<file path="src/rtl/bpfa_pkg.sv">
`timescale 1ns / 1ps
// ----------------------------------------------------------------------------
// bpfa_pkg: shared definitions for the bitmap page-frame allocator
// Default geometry, command and status codes, and the bitmap RAM control
// group.
// ----------------------------------------------------------------------------
package bpfa_pkg;

   // Default geometry. All three must be powers of two.
   localparam int NUM_BLOCKS_DEF  = 4096;
   localparam int WORD_BITS_DEF   = 32;
   localparam int BLOCK_BYTES_DEF = 4096;

   // Field widths of the stream words
   localparam int CMD_W    = 3;
   localparam int BASE_W   = 32;
   localparam int LEN_W    = 32;
   localparam int QIDX_W   = 12;
   localparam int STATUS_W = 2;
   localparam int BADDR_W  = 24;
   localparam int FREE_W   = 13;
   localparam int KB_W     = 15;

   localparam int REQ_DATA_W = 80;
   localparam int RSP_DATA_W = 40;

   localparam logic [KB_W-1:0] MEM_KB_RESET = 15'd16384;

   // Commands
   localparam logic [CMD_W-1:0] CMD_INIT    = 3'd0;
   localparam logic [CMD_W-1:0] CMD_FREE    = 3'd1;
   localparam logic [CMD_W-1:0] CMD_RESERVE = 3'd2;
   localparam logic [CMD_W-1:0] CMD_ALLOC   = 3'd3;
   localparam logic [CMD_W-1:0] CMD_QUERY   = 3'd4;

   // Result status
   localparam logic [STATUS_W-1:0] ST_OK      = 2'd0;
   localparam logic [STATUS_W-1:0] ST_NO_FREE = 2'd1;
   localparam logic [STATUS_W-1:0] ST_BAD_IDX = 2'd2;

   typedef struct packed {
      logic wr_en;
      logic clear_all;
   } map_ctl_type;

endpackage

</file>
<file path="src/rtl/bpfa_map_ram.sv">
`timescale 1ns / 1ps
// ----------------------------------------------------------------------------
// bpfa_map_ram: usage bitmap storage
// One write and one registered read port per cycle. A per-word valid bit
// makes an unwritten or cleared word read as all ones (every block used).
// ----------------------------------------------------------------------------
module bpfa_map_ram
   import bpfa_pkg::*;
#(
   parameter int WORDS     = NUM_BLOCKS_DEF / WORD_BITS_DEF,
   parameter int WORD_BITS = WORD_BITS_DEF,
   localparam int AW       = (WORDS > 1) ? $clog2(WORDS) : 1
) (
   input  logic                 clock,
   input  logic                 reset,
   input  map_ctl_type          ctl,
   input  logic [AW-1:0]        rd_addr,
   input  logic [AW-1:0]        wr_addr,
   input  logic [WORD_BITS-1:0] wr_data,
   output logic [WORD_BITS-1:0] rd_data
);

   logic [WORD_BITS-1:0] mem [0:WORDS-1];
   logic [WORD_BITS-1:0] rd_q_ff;
   logic [WORDS-1:0]     vld_ff;
   logic                 rd_vld_ff;

   always_ff @(posedge clock) begin
      if (ctl.wr_en) begin
         mem[wr_addr] <= wr_data;
      end
      rd_q_ff <= mem[rd_addr];
   end

   // Valid bits: reset and init drop them all at once
   always_ff @(posedge clock) begin
      if (reset) begin
         vld_ff    <= '0;
         rd_vld_ff <= 1'b0;
      end else begin
         rd_vld_ff <= vld_ff[rd_addr];
         if (ctl.clear_all) begin
            vld_ff <= '0;
         end else if (ctl.wr_en) begin
            vld_ff[wr_addr] <= 1'b1;
         end
      end
   end

   assign rd_data = rd_vld_ff ? rd_q_ff : '1;

endmodule

</file>
<file path="src/rtl/bitmap_page_frame_allocator_top.sv">
`timescale 1ns / 1ps
// Steps: init and unknown commands go straight to done; query walks and finishes;
//   range runs setup, span, walk, finish; allocate setup, walk, finish. A walk reads
//   one word per cycle, at most NUM_BLOCKS/WORD_BITS, and writes it back for a range.
// Throughput: one command at a time; the next is taken once the result sits in the
//   output register, and a result still waiting holds the next one at its done step.
// Reset: synchronous; all blocks marked used, count = NUM_BLOCKS, 16384 KB.
// ----------------------------------------------------------------------------
// bitmap_page_frame_allocator_top: bitmap physical page-frame allocator
// A small sequencer walks a used/free bitmap one word per cycle through a
// shared mask/search unit, and keeps a saturating count of blocks in use.
// ----------------------------------------------------------------------------
module bitmap_page_frame_allocator_top
   import bpfa_pkg::*;
#(
   parameter int NUM_BLOCKS  = NUM_BLOCKS_DEF,
   parameter int WORD_BITS   = WORD_BITS_DEF,
   parameter int BLOCK_BYTES = BLOCK_BYTES_DEF
) (
   input  logic                  clock,
   input  logic                  reset,
   // request: tuser = cmd[2:0]
   // tdata  = start_addr[31:0], length_bytes[63:32], block_index[75:64], zero[79:76]
   input  logic                  req_tvalid,
   output logic                  req_tready,
   input  logic [REQ_DATA_W-1:0] req_tdata,
   input  logic [CMD_W-1:0]      req_tuser,
   // response: tdata = status[1:0], frame_addr[25:2], block_used[26],
   //                   free_blocks[39:27]
   output logic                  rsp_tvalid,
   input  logic                  rsp_tready,
   output logic [RSP_DATA_W-1:0] rsp_tdata,
   // memory_size_kb register
   input  logic                  csr_wr_en,
   input  logic [KB_W-1:0]       csr_wr_data
);

   localparam int BBLOG2    = $clog2(BLOCK_BYTES);
   localparam int WBLOG2    = $clog2(WORD_BITS);
   localparam int BLK_W     = $clog2(NUM_BLOCKS);
   localparam int CNT_W     = $clog2(NUM_BLOCKS + 1);
   localparam int MAP_WORDS = NUM_BLOCKS / WORD_BITS;
   localparam int WIDX_W    = (MAP_WORDS > 1) ? $clog2(MAP_WORDS) : 1;
   localparam int ACC_W     = KB_W + 10;

   // Sequencer states
   localparam logic [2:0] S_IDLE   = 3'd0;
   localparam logic [2:0] S_RSETUP = 3'd1;
   localparam logic [2:0] S_RSPAN  = 3'd2;
   localparam logic [2:0] S_ASETUP = 3'd3;
   localparam logic [2:0] S_WALK   = 3'd4;
   localparam logic [2:0] S_FINISH = 3'd5;
   localparam logic [2:0] S_DONE   = 3'd6;

   // Request fields
   logic [CMD_W-1:0]  req_cmd;
   logic [BASE_W-1:0] req_base;
   logic [LEN_W-1:0]  req_len;
   logic [QIDX_W-1:0] req_idx;

   assign req_cmd  = req_tuser;
   assign req_base = req_tdata[31:0];
   assign req_len  = req_tdata[63:32];
   assign req_idx  = req_tdata[75:64];

   // Registers
   logic [2:0]          state_ff, state_in;
   logic [CMD_W-1:0]    cmd_ff, cmd_in;
   logic [BASE_W-1:0]   base_ff, base_in;
   logic [LEN_W-1:0]    len_m1_ff, len_m1_in;
   logic [BLK_W-1:0]    first_ff, first_in;
   logic [BLK_W-1:0]    last_ff, last_in;
   logic                first_hi_ff, first_hi_in;
   logic [CNT_W-1:0]    span_ff, span_in;
   logic [WIDX_W-1:0]   rd_word_ff, rd_word_in;
   logic [WIDX_W-1:0]   end_word_ff, end_word_in;
   logic [WIDX_W-1:0]   q_word_ff, q_word_in;
   logic                rd_pend_ff, rd_pend_in;
   logic                issue_done_ff, issue_done_in;
   logic                found_ff, found_in;
   logic [CNT_W-1:0]    use_ff, use_in;
   logic [STATUS_W-1:0] status_ff, status_in;
   logic [BADDR_W-1:0]  addr_ff, addr_in;
   logic                used_ff, used_in;
   logic                rsp_tvalid_ff, rsp_tvalid_in;
   logic [RSP_DATA_W-1:0] rsp_tdata_ff, rsp_tdata_in;
   logic [KB_W-1:0]     mem_kb_ff, mem_kb_in;

   // Bitmap RAM interface
   map_ctl_type          map_ctl;
   logic [WORD_BITS-1:0] q_data;
   logic [WORD_BITS-1:0] wr_data;

   bpfa_map_ram #(
      .WORDS     (MAP_WORDS),
      .WORD_BITS (WORD_BITS)
   ) u_map (
      .clock   (clock),
      .reset   (reset),
      .ctl     (map_ctl),
      .rd_addr (rd_word_ff),
      .wr_addr (q_word_ff),
      .wr_data (wr_data),
      .rd_data (q_data)
   );

   // Accessible blocks: KB * 1024 / BLOCK_BYTES, capped at the map size
   logic [ACC_W-1:0] acc_full;
   logic [CNT_W-1:0] acc;
   logic [CNT_W-1:0] free_cnt;
   logic [CNT_W-1:0] alloc_words;

   assign acc_full    = (ACC_W'(mem_kb_ff) << 10) >> BBLOG2;
   assign acc         = (acc_full > ACC_W'(NUM_BLOCKS)) ? CNT_W'(NUM_BLOCKS)
                                                        : CNT_W'(acc_full);
   assign free_cnt    = (acc > use_ff) ? (acc - use_ff) : '0;
   assign alloc_words = acc >> WBLOG2;

   // Range extent, computed from the registered base and length - 1
   logic [BASE_W:0]   end_sum;
   logic [BASE_W:0]   last_full;
   logic [BASE_W-1:0] first_full;

   assign end_sum    = {1'b0, base_ff} + {1'b0, len_m1_ff};
   assign last_full  = end_sum >> BBLOG2;
   assign first_full = base_ff >> BBLOG2;

   logic [BLK_W-1:0]  qblk;
   logic [WIDX_W-1:0] qword;
   logic [WIDX_W-1:0] first_word;
   logic [WIDX_W-1:0] last_word;

   assign qblk       = BLK_W'(req_idx);
   assign qword      = WIDX_W'(qblk >> WBLOG2);
   assign first_word = WIDX_W'(first_ff >> WBLOG2);
   assign last_word  = WIDX_W'(last_ff >> WBLOG2);

   // Shared mask unit: bits of the current word covered by the range
   logic [WBLOG2-1:0]    lo_bit, hi_bit;
   logic [WORD_BITS-1:0] range_mask;

   assign lo_bit     = (q_word_ff == first_word) ? first_ff[WBLOG2-1:0] : '0;
   assign hi_bit     = (q_word_ff == end_word_ff) ? last_ff[WBLOG2-1:0]
                                                  : WBLOG2'(WORD_BITS - 1);
   assign range_mask = ({WORD_BITS{1'b1}} << lo_bit)
                     & ({WORD_BITS{1'b1}} >> (WBLOG2'(WORD_BITS - 1) - hi_bit));

   // Shared search unit: isolate the lowest clear bit and encode it
   logic [WORD_BITS-1:0] nq, iso;
   logic [WBLOG2-1:0]    iso_idx;
   logic [BLK_W-1:0]     found_blk;
   logic [BASE_W-1:0]    found_addr;

   assign nq  = ~q_data;
   assign iso = nq & (~nq + WORD_BITS'(1));

   always_comb begin
      iso_idx = '0;
      for (int j = 0; j < WORD_BITS; j++) begin
         if (iso[j]) begin
            iso_idx = iso_idx | WBLOG2'(j);
         end
      end
   end

   assign found_blk  = BLK_W'({q_word_ff, iso_idx});
   assign found_addr = BASE_W'(found_blk) << BBLOG2;

   // Saturating count updates
   logic [CNT_W:0] use_sum;
   assign use_sum = {1'b0, use_ff} + {1'b0, span_ff};

   logic is_range;
   assign is_range = (cmd_ff == CMD_FREE) || (cmd_ff == CMD_RESERVE);

   // Sequencer
   always_comb begin
      state_in      = state_ff;
      cmd_in        = cmd_ff;
      base_in       = base_ff;
      len_m1_in     = len_m1_ff;
      first_in      = first_ff;
      last_in       = last_ff;
      first_hi_in   = first_hi_ff;
      span_in       = span_ff;
      rd_word_in    = rd_word_ff;
      end_word_in   = end_word_ff;
      q_word_in     = q_word_ff;
      rd_pend_in    = rd_pend_ff;
      issue_done_in = issue_done_ff;
      found_in      = found_ff;
      use_in        = use_ff;
      status_in     = status_ff;
      addr_in       = addr_ff;
      used_in       = used_ff;
      rsp_tdata_in  = rsp_tdata_ff;
      rsp_tvalid_in = rsp_tvalid_ff;
      map_ctl       = '0;
      wr_data       = q_data;

      // drop the result once taken
      if (rsp_tvalid_ff && rsp_tready) begin
         rsp_tvalid_in = 1'b0;
      end

      case (state_ff)
         S_IDLE: begin
            if (req_tvalid) begin
               cmd_in        = req_cmd;
               base_in       = req_base;
               len_m1_in     = req_len - LEN_W'(1);
               status_in     = ST_OK;
               addr_in       = '0;
               used_in       = 1'b0;
               found_in      = 1'b0;
               rd_pend_in    = 1'b0;
               issue_done_in = 1'b0;
               case (req_cmd)
                  CMD_INIT: begin
                     map_ctl.clear_all = 1'b1;
                     use_in            = acc;
                     state_in          = S_DONE;
                  end
                  CMD_FREE, CMD_RESERVE: begin
                     state_in = (req_len == '0) ? S_DONE : S_RSETUP;
                  end
                  CMD_ALLOC: begin
                     state_in = S_ASETUP;
                  end
                  CMD_QUERY: begin
                     if (32'(req_idx) >= 32'(NUM_BLOCKS)) begin
                        status_in = ST_BAD_IDX;
                        state_in  = S_DONE;
                     end else begin
                        first_in    = qblk;
                        rd_word_in  = qword;
                        end_word_in = qword;
                        state_in    = S_WALK;
                     end
                  end
                  default: begin
                     state_in = S_DONE;
                  end
               endcase
            end
         end

         S_RSETUP: begin
            first_hi_in = first_full >= BASE_W'(NUM_BLOCKS);
            first_in    = BLK_W'(first_full);
            last_in     = (last_full > (BASE_W + 1)'(NUM_BLOCKS - 1))
                        ? BLK_W'(NUM_BLOCKS - 1) : BLK_W'(last_full);
            state_in    = S_RSPAN;
         end

         S_RSPAN: begin
            if (first_hi_ff || (first_ff > last_ff)) begin
               state_in = S_DONE;
            end else begin
               span_in     = CNT_W'(last_ff) - CNT_W'(first_ff) + CNT_W'(1);
               rd_word_in  = first_word;
               end_word_in = last_word;
               state_in    = S_WALK;
            end
         end

         S_ASETUP: begin
            if ((acc <= use_ff) || (alloc_words == '0)) begin
               status_in = ST_NO_FREE;
               state_in  = S_DONE;
            end else begin
               rd_word_in  = '0;
               end_word_in = WIDX_W'(alloc_words - CNT_W'(1));
               state_in    = S_WALK;
            end
         end

         S_WALK: begin
            if (rd_pend_ff && (cmd_ff == CMD_ALLOC) && (q_data != '1)) begin
               // claim the lowest free block of this word
               map_ctl.wr_en = 1'b1;
               wr_data       = q_data | iso;
               addr_in       = found_addr[BADDR_W-1:0];
               found_in      = 1'b1;
               state_in      = S_FINISH;
            end else if (rd_pend_ff && (cmd_ff == CMD_QUERY)) begin
               used_in  = q_data[first_ff[WBLOG2-1:0]];
               state_in = S_FINISH;
            end else begin
               if (rd_pend_ff && is_range) begin
                  map_ctl.wr_en = 1'b1;
                  wr_data = (cmd_ff == CMD_RESERVE) ? (q_data | range_mask)
                                                    : (q_data & ~range_mask);
               end
               if (!issue_done_ff) begin
                  // issue the next word read
                  rd_pend_in = 1'b1;
                  q_word_in  = rd_word_ff;
                  if (rd_word_ff == end_word_ff) begin
                     issue_done_in = 1'b1;
                  end else begin
                     rd_word_in = rd_word_ff + WIDX_W'(1);
                  end
               end else begin
                  rd_pend_in = 1'b0;
                  if (!rd_pend_ff) begin
                     if (cmd_ff == CMD_ALLOC) begin
                        status_in = ST_NO_FREE;
                     end
                     state_in = S_FINISH;
                  end
               end
            end
         end

         S_FINISH: begin
            if (cmd_ff == CMD_RESERVE) begin
               use_in = (use_sum > (CNT_W + 1)'(NUM_BLOCKS)) ? CNT_W'(NUM_BLOCKS)
                                                             : use_sum[CNT_W-1:0];
            end else if (cmd_ff == CMD_FREE) begin
               use_in = (use_ff >= span_ff) ? (use_ff - span_ff) : '0;
            end else if ((cmd_ff == CMD_ALLOC) && found_ff) begin
               if (use_ff < CNT_W'(NUM_BLOCKS)) begin
                  use_in = use_ff + CNT_W'(1);
               end
            end
            state_in = S_DONE;
         end

         S_DONE: begin
            // hold until the output register is free
            if (!rsp_tvalid_ff || rsp_tready) begin
               rsp_tvalid_in = 1'b1;
               rsp_tdata_in  = {FREE_W'(free_cnt), used_ff, addr_ff, status_ff};
               state_in      = S_IDLE;
            end
         end

         default: begin
            state_in = S_IDLE;
         end
      endcase
   end

   // Configuration register
   always_comb begin
      mem_kb_in = mem_kb_ff;
      if (csr_wr_en) begin
         mem_kb_in = csr_wr_data;
      end
   end

   // Control state
   always_ff @(posedge clock) begin
      if (reset) begin
         state_ff      <= S_IDLE;
         rd_pend_ff    <= 1'b0;
         issue_done_ff <= 1'b0;
         found_ff      <= 1'b0;
         use_ff        <= CNT_W'(NUM_BLOCKS);
         rsp_tvalid_ff <= 1'b0;
         mem_kb_ff     <= MEM_KB_RESET;
      end else begin
         state_ff      <= state_in;
         rd_pend_ff    <= rd_pend_in;
         issue_done_ff <= issue_done_in;
         found_ff      <= found_in;
         use_ff        <= use_in;
         rsp_tvalid_ff <= rsp_tvalid_in;
         mem_kb_ff     <= mem_kb_in;
      end
   end

   // Payload
   always_ff @(posedge clock) begin
      cmd_ff       <= cmd_in;
      base_ff      <= base_in;
      len_m1_ff    <= len_m1_in;
      first_ff     <= first_in;
      last_ff      <= last_in;
      first_hi_ff  <= first_hi_in;
      span_ff      <= span_in;
      rd_word_ff   <= rd_word_in;
      end_word_ff  <= end_word_in;
      q_word_ff    <= q_word_in;
      status_ff    <= status_in;
      addr_ff      <= addr_in;
      used_ff      <= used_in;
      rsp_tdata_ff <= rsp_tdata_in;
   end

   assign req_tready = (state_ff == S_IDLE);
   assign rsp_tvalid = rsp_tvalid_ff;
   assign rsp_tdata  = rsp_tdata_ff;

   // Checks
   a_use_bound: assert property (@(posedge clock) disable iff (reset)
      use_ff <= CNT_W'(NUM_BLOCKS))
      else $error("blocks in use exceeds map size");

   a_walk_order: assert property (@(posedge clock) disable iff (reset)
      (state_ff == S_WALK && rd_pend_ff) |-> (q_word_ff <= end_word_ff))
      else $error("bitmap walk ran past its last word");

   a_fail_no_addr: assert property (@(posedge clock) disable iff (reset)
      (rsp_tvalid_ff && rsp_tdata_ff[1:0] != ST_OK) |-> (rsp_tdata_ff[25:2] == '0))
      else $error("failed command returned a block address");

   a_rsp_from_done: assert property (@(posedge clock) disable iff (reset)
      $rose(rsp_tvalid_ff) |-> ($past(state_ff) == S_DONE))
      else $error("result raised outside the done step");

endmodule
</file>
<file path="config.mk">
export PLATFORM = sky130hd
export DESIGN_NAME = bitmap_page_frame_allocator_top
export DESIGN_NICKNAME = d
export VERILOG_FILES = /design/src/rtl/bpfa_pkg.sv /design/src/rtl/bpfa_map_ram.sv /design/src/rtl/bitmap_page_frame_allocator_top.sv
export SDC_FILE = /design/constraint.sdc
export NUM_CORES = 2
export LEC_CHECK = 0
export ABC_CLOCK_PERIOD_IN_PS = 12150
export BUFFER_PORTS_ARGS = -buffer_cell sky130_fd_sc_hd__clkbuf_2
export CAP_MARGIN = 20
export CORE_ASPECT_RATIO = 0.9
export CORE_MARGIN = 10
export CORE_UTILIZATION = 50
export CTS_CLUSTER_SIZE = 8
export DETAILED_ROUTE_END_ITERATION = 10
export GPL_TIMING_DRIVEN = 0
export PLACE_DENSITY = 0.72
export SYNTH_ARGS = -nofsm -noshare
export SYNTH_HDL_FRONTEND = slang
export SYNTH_HIERARCHICAL = 1
export SYNTH_SLANG_ARGS = --single-unit
</file>
<file path="constraint.sdc">
create_clock -name clock -period 12.15 [get_ports clock]
set_clock_uncertainty 0.2 [all_clocks]
set_input_delay 1.8225 -clock clock [delete_from_list [all_inputs] [get_ports clock]]
set_output_delay 1.8225 -clock clock [all_outputs]
set_load 0.02 [all_outputs]
</file>
==> reports/results.txt <==
outcome: finished, final reports clean
Vias per Instance: 6.57
Post-CTS Hold Buffers: 0
critical path class: register to register
TritonRoute pass-1 iters: 7
CTS max path bufs: 4
# rows: 207
die span in y: 586 um
post-route insts no fill: 15400
TritonCTS Buffers: 629
RePlAce Congestion: 0.970
setup tns final: 0 ns
largest net degree at the start of global routing: 81
Peak Freq: 0.146 GHz
PortBufs: 124
post-CTS sizing: 0
final hold vios: 0
reg-to-reg endpoint: u_map/mem[19][25]$_DFFE_PP_
critical path data required time: 12.66 ns
commonest non-fill, non-tap cell in the layout: edfxtp_1
clock-pin slew on the worst setup and hold paths: 0.05 ns
crit path DAT: 7.38 ns
CORE AREA: 354000 um^2
FF+latch count, synth: 4457
WL/cell: 33.7 um
layout cell share with drive strength beyond 1: 22.5%
die area: 380000 um^2
number of max-cap violations: 0
sequential share of the synthesized area: 74.2%
synth-to-layout area growth: 17.7%
maximum fanout along the worst path: 20
Max-Slew Margin vs Limit: 13.1%
worst r2r src: u_map/rd_vld_ff$_SDFF_PP0_
placed insts: 14600
crit path time final: 6.87 ns
worst-margin pin slew: 1.30 ns
initial antenna violation count: 39
worst hold path type: register to register
Pleak: 68.8 nW
CTS tree: yes
drt total wl: 518 mm
first-pass GRT wire length: 735 mm
R2R depth: 13
Startpoint Class: register
Yosys cell types: 92
detailed-route via count: 101000
Worst Hold Launch: addr_ff[22]$_SDFFCE_PN0P_
CTS root buf: clkbuf_16
Syn Inst Count: 9455
post-route clock period utilization: 56.6%
Final WS setup: 5.28 ns
Tot GR Track Use: 26.8%
worst skew pair latency: 1.04 ns
pre-CTS WS: 5.66 ns
total grt overflow: 0
Layout fillers: 24500
Async S/R FF share, synth: 0%
vias in the first global route: 101000
H-tree depth: 6
Initial Utilization: 50.3%
Crit. End Element: register
EDFF count, synth: 4263
Final #Nets: 10700
Reg2Reg Setup Slack: 5.28 ns
RSZ-0062 raised after global routing: false
Final setup violation count: 0
die boundary width: 648 um
Synth Flop Type: edfxtp_1
number of DRC markers in iteration 0: 15500
PwrDens: 238 nW/um^2
maximum VDD drop: 0.139 mV
CTS sink cnt: 4457
total power draw: 49.8 mW
Setup Buffers After CTS: 0
placed wire-length estimate after detailed placement: 356 mm
Final Slew Violations: 0
most frequent cells in the layout: edfxtp_1, mux4_2, clkbuf_16, mux2i_1, clkbuf_1
Synth Cell Area: 178000 um^2
Syn. warnings: 6
WHS Endpoint: rsp_tdata[24]$_DFFE_PP_
Post-Syn Area per Cell: 18.8 um^2
Antenna Violating Nets Remaining: 0
DRC: 0
hold path cells: 0
# IOs: 145
-- report_power, final --
part	switching, mW	internal (mW)
Clock	6.19	9.49
Sequential	0.244	18.4
Combinational	10.1	5.32
-- synth_stat cells (all sizes together) (13+ instances only) --
cell / count / share of area (%)
dfxtp: 194 / 2.2
nor2: 299 / 0.63
edfxtp: 4263 / 72
a221oi: 42 / 0.21
xnor2: 64 / 0.32
o21ai: 129 / 0.37
o311ai: 14 / 0.073
mux4: 826 / 10
nand2: 359 / 0.76
nand4: 103 / 0.36
xor2: 45 / 0.22
nand3: 358 / 1.0
nand2b: 51 / 0.18
mux2: 46 / 0.29
a211oi: 20 / 0.084
inv: 103 / 0.22
o21a: 137 / 0.58
o31ai: 14 / 0.059
a32oi: 35 / 0.17
nand4bb: 32 / 0.20
buf: 248 / 0.76
a31oi: 31 / 0.11
nor3: 54 / 0.15
a22oi: 318 / 1.3
and3: 27 / 0.095
ha: 112 / 0.79
nor2b: 99 / 0.35
a21oi: 257 / 0.73
or3: 13 / 0.046
clkbuf: 287 / 0.61
a21o: 35 / 0.15
mux2i: 574 / 3.2
nor4: 57 / 0.23
and2: 22 / 0.077
-- layer usage --
layer	vias to the layer above	GRT usage [%]	share of wire [%]
met5	-	0	0.022
met4	18	11.8	5.1
met3	1274	7.68	13
met2	7212	40.9	45
met1	52000	36.2	37
li1	40700	-	-
-- how the worst max path moves through the flow --
stage                          startpoint                      endpoint  cells past startpoint
6_report       u_map/rd_vld_ff$_SDFF_PP0_   u_map/mem[19][25]$_DFFE_PP_                     13
5_1_grt        u_map/rd_vld_ff$_SDFF_PP0_  u_map/mem[105][15]$_DFFE_PP_                     13
4_1_cts        u_map/rd_vld_ff$_SDFF_PP0_   u_map/mem[23][10]$_DFFE_PP_                     12
3_5_place_dp   u_map/rd_vld_ff$_SDFF_PP0_    u_map/mem[23][8]$_DFFE_PP_                     12
3_3_place_gp   u_map/rd_vld_ff$_SDFF_PP0_  u_map/mem[108][12]$_DFFE_PP_                      9
2_1_floorplan  u_map/rd_vld_ff$_SDFF_PP0_    u_map/mem[0][21]$_DFFE_PP_                     11
-- critical path: stages, from the launching register on --
cell	delay (ns)
dfxtp_1	0.44
clkbuf_1	0.35
nand2b_1	0.37
and2_1	0.33
nand3_1	0.24
nor4_2	0.15
a31o_2	0.37
buf_1	0.49
a21oi_1	1.06
inv_1	0.32
or2_2	0.49
clkbuf_2	0.54
nor2_4	0.83
buf_12	0.28
-- flip-flops by register name, indices dropped and copies added, names as in the netlist, 3 cells and up --
name	count
last_ff	12
len_m1_ff	32
end_word_ff	7
rd_word_ff	7
addr_ff	12
state_ff	3
cmd_ff	3
first_ff	12
u_map/mem	4096
base_ff	32
u_map/vld_ff	128
mem_kb_ff	13
rsp_tdata	27
q_word_ff	7
u_map/rd_q_ff	32
span_ff	13
use_ff	13
-- metrics by stage --
| step | utilization, % | hold WS, ns | area (um^2) |
|---|---|---|---|
| 2_1_floorplan | - | 0.200 | 178000 |
| 3_3_place_gp | 52.1 | 0.211 | 184000 |
| 3_5_place_dp | 54.2 | 0.208 | 192000 |
| 4_1_cts | 59.1 | 0.219 | 209000 |
| 5_1_grt | 59.2 | 0.224 | 209000 |
| 6_report | 59.2 | 0.217 | 209000 |
-- area by class of cell --
| cell class | count | area (um^2) | area share (%) |
|---|---|---|---|
| sequential | 4457 | 132000 | 63.1 |
| multi-input combinational | 4372 | 44500 | 21.3 |
| clock buffer | 739 | 16500 | 7.91 |
| timing repair buffer | 430 | 6760 | 3.23 |
| tap | 4702 | 5880 | 2.81 |
| buffer | 535 | 2440 | 1.17 |
| clock inverter | 41 | 747 | 0.357 |
| inverter | 103 | 389 | 0.186 |
| antenna | 15 | 37.5 | 0.0179 |
-- kinds of logic (layout without fill, tap and decap cells) --
group	Yosys count	in the layout	share of synthesized area, %
adders and majority gates	116	116	0.834
xor gates and xnor gates	109	109	0.537
buffers and inverters	638	1848	1.58
and+or+nand+nor	1540	1540	4.39
other	1	28	0.00211
muxes	1446	1446	14.0
AOI/OAI and AO/OA	1148	1148	4.44
DFF	4457	4457	74.2
Note: power is estimated with default switching activity, not from simulation.
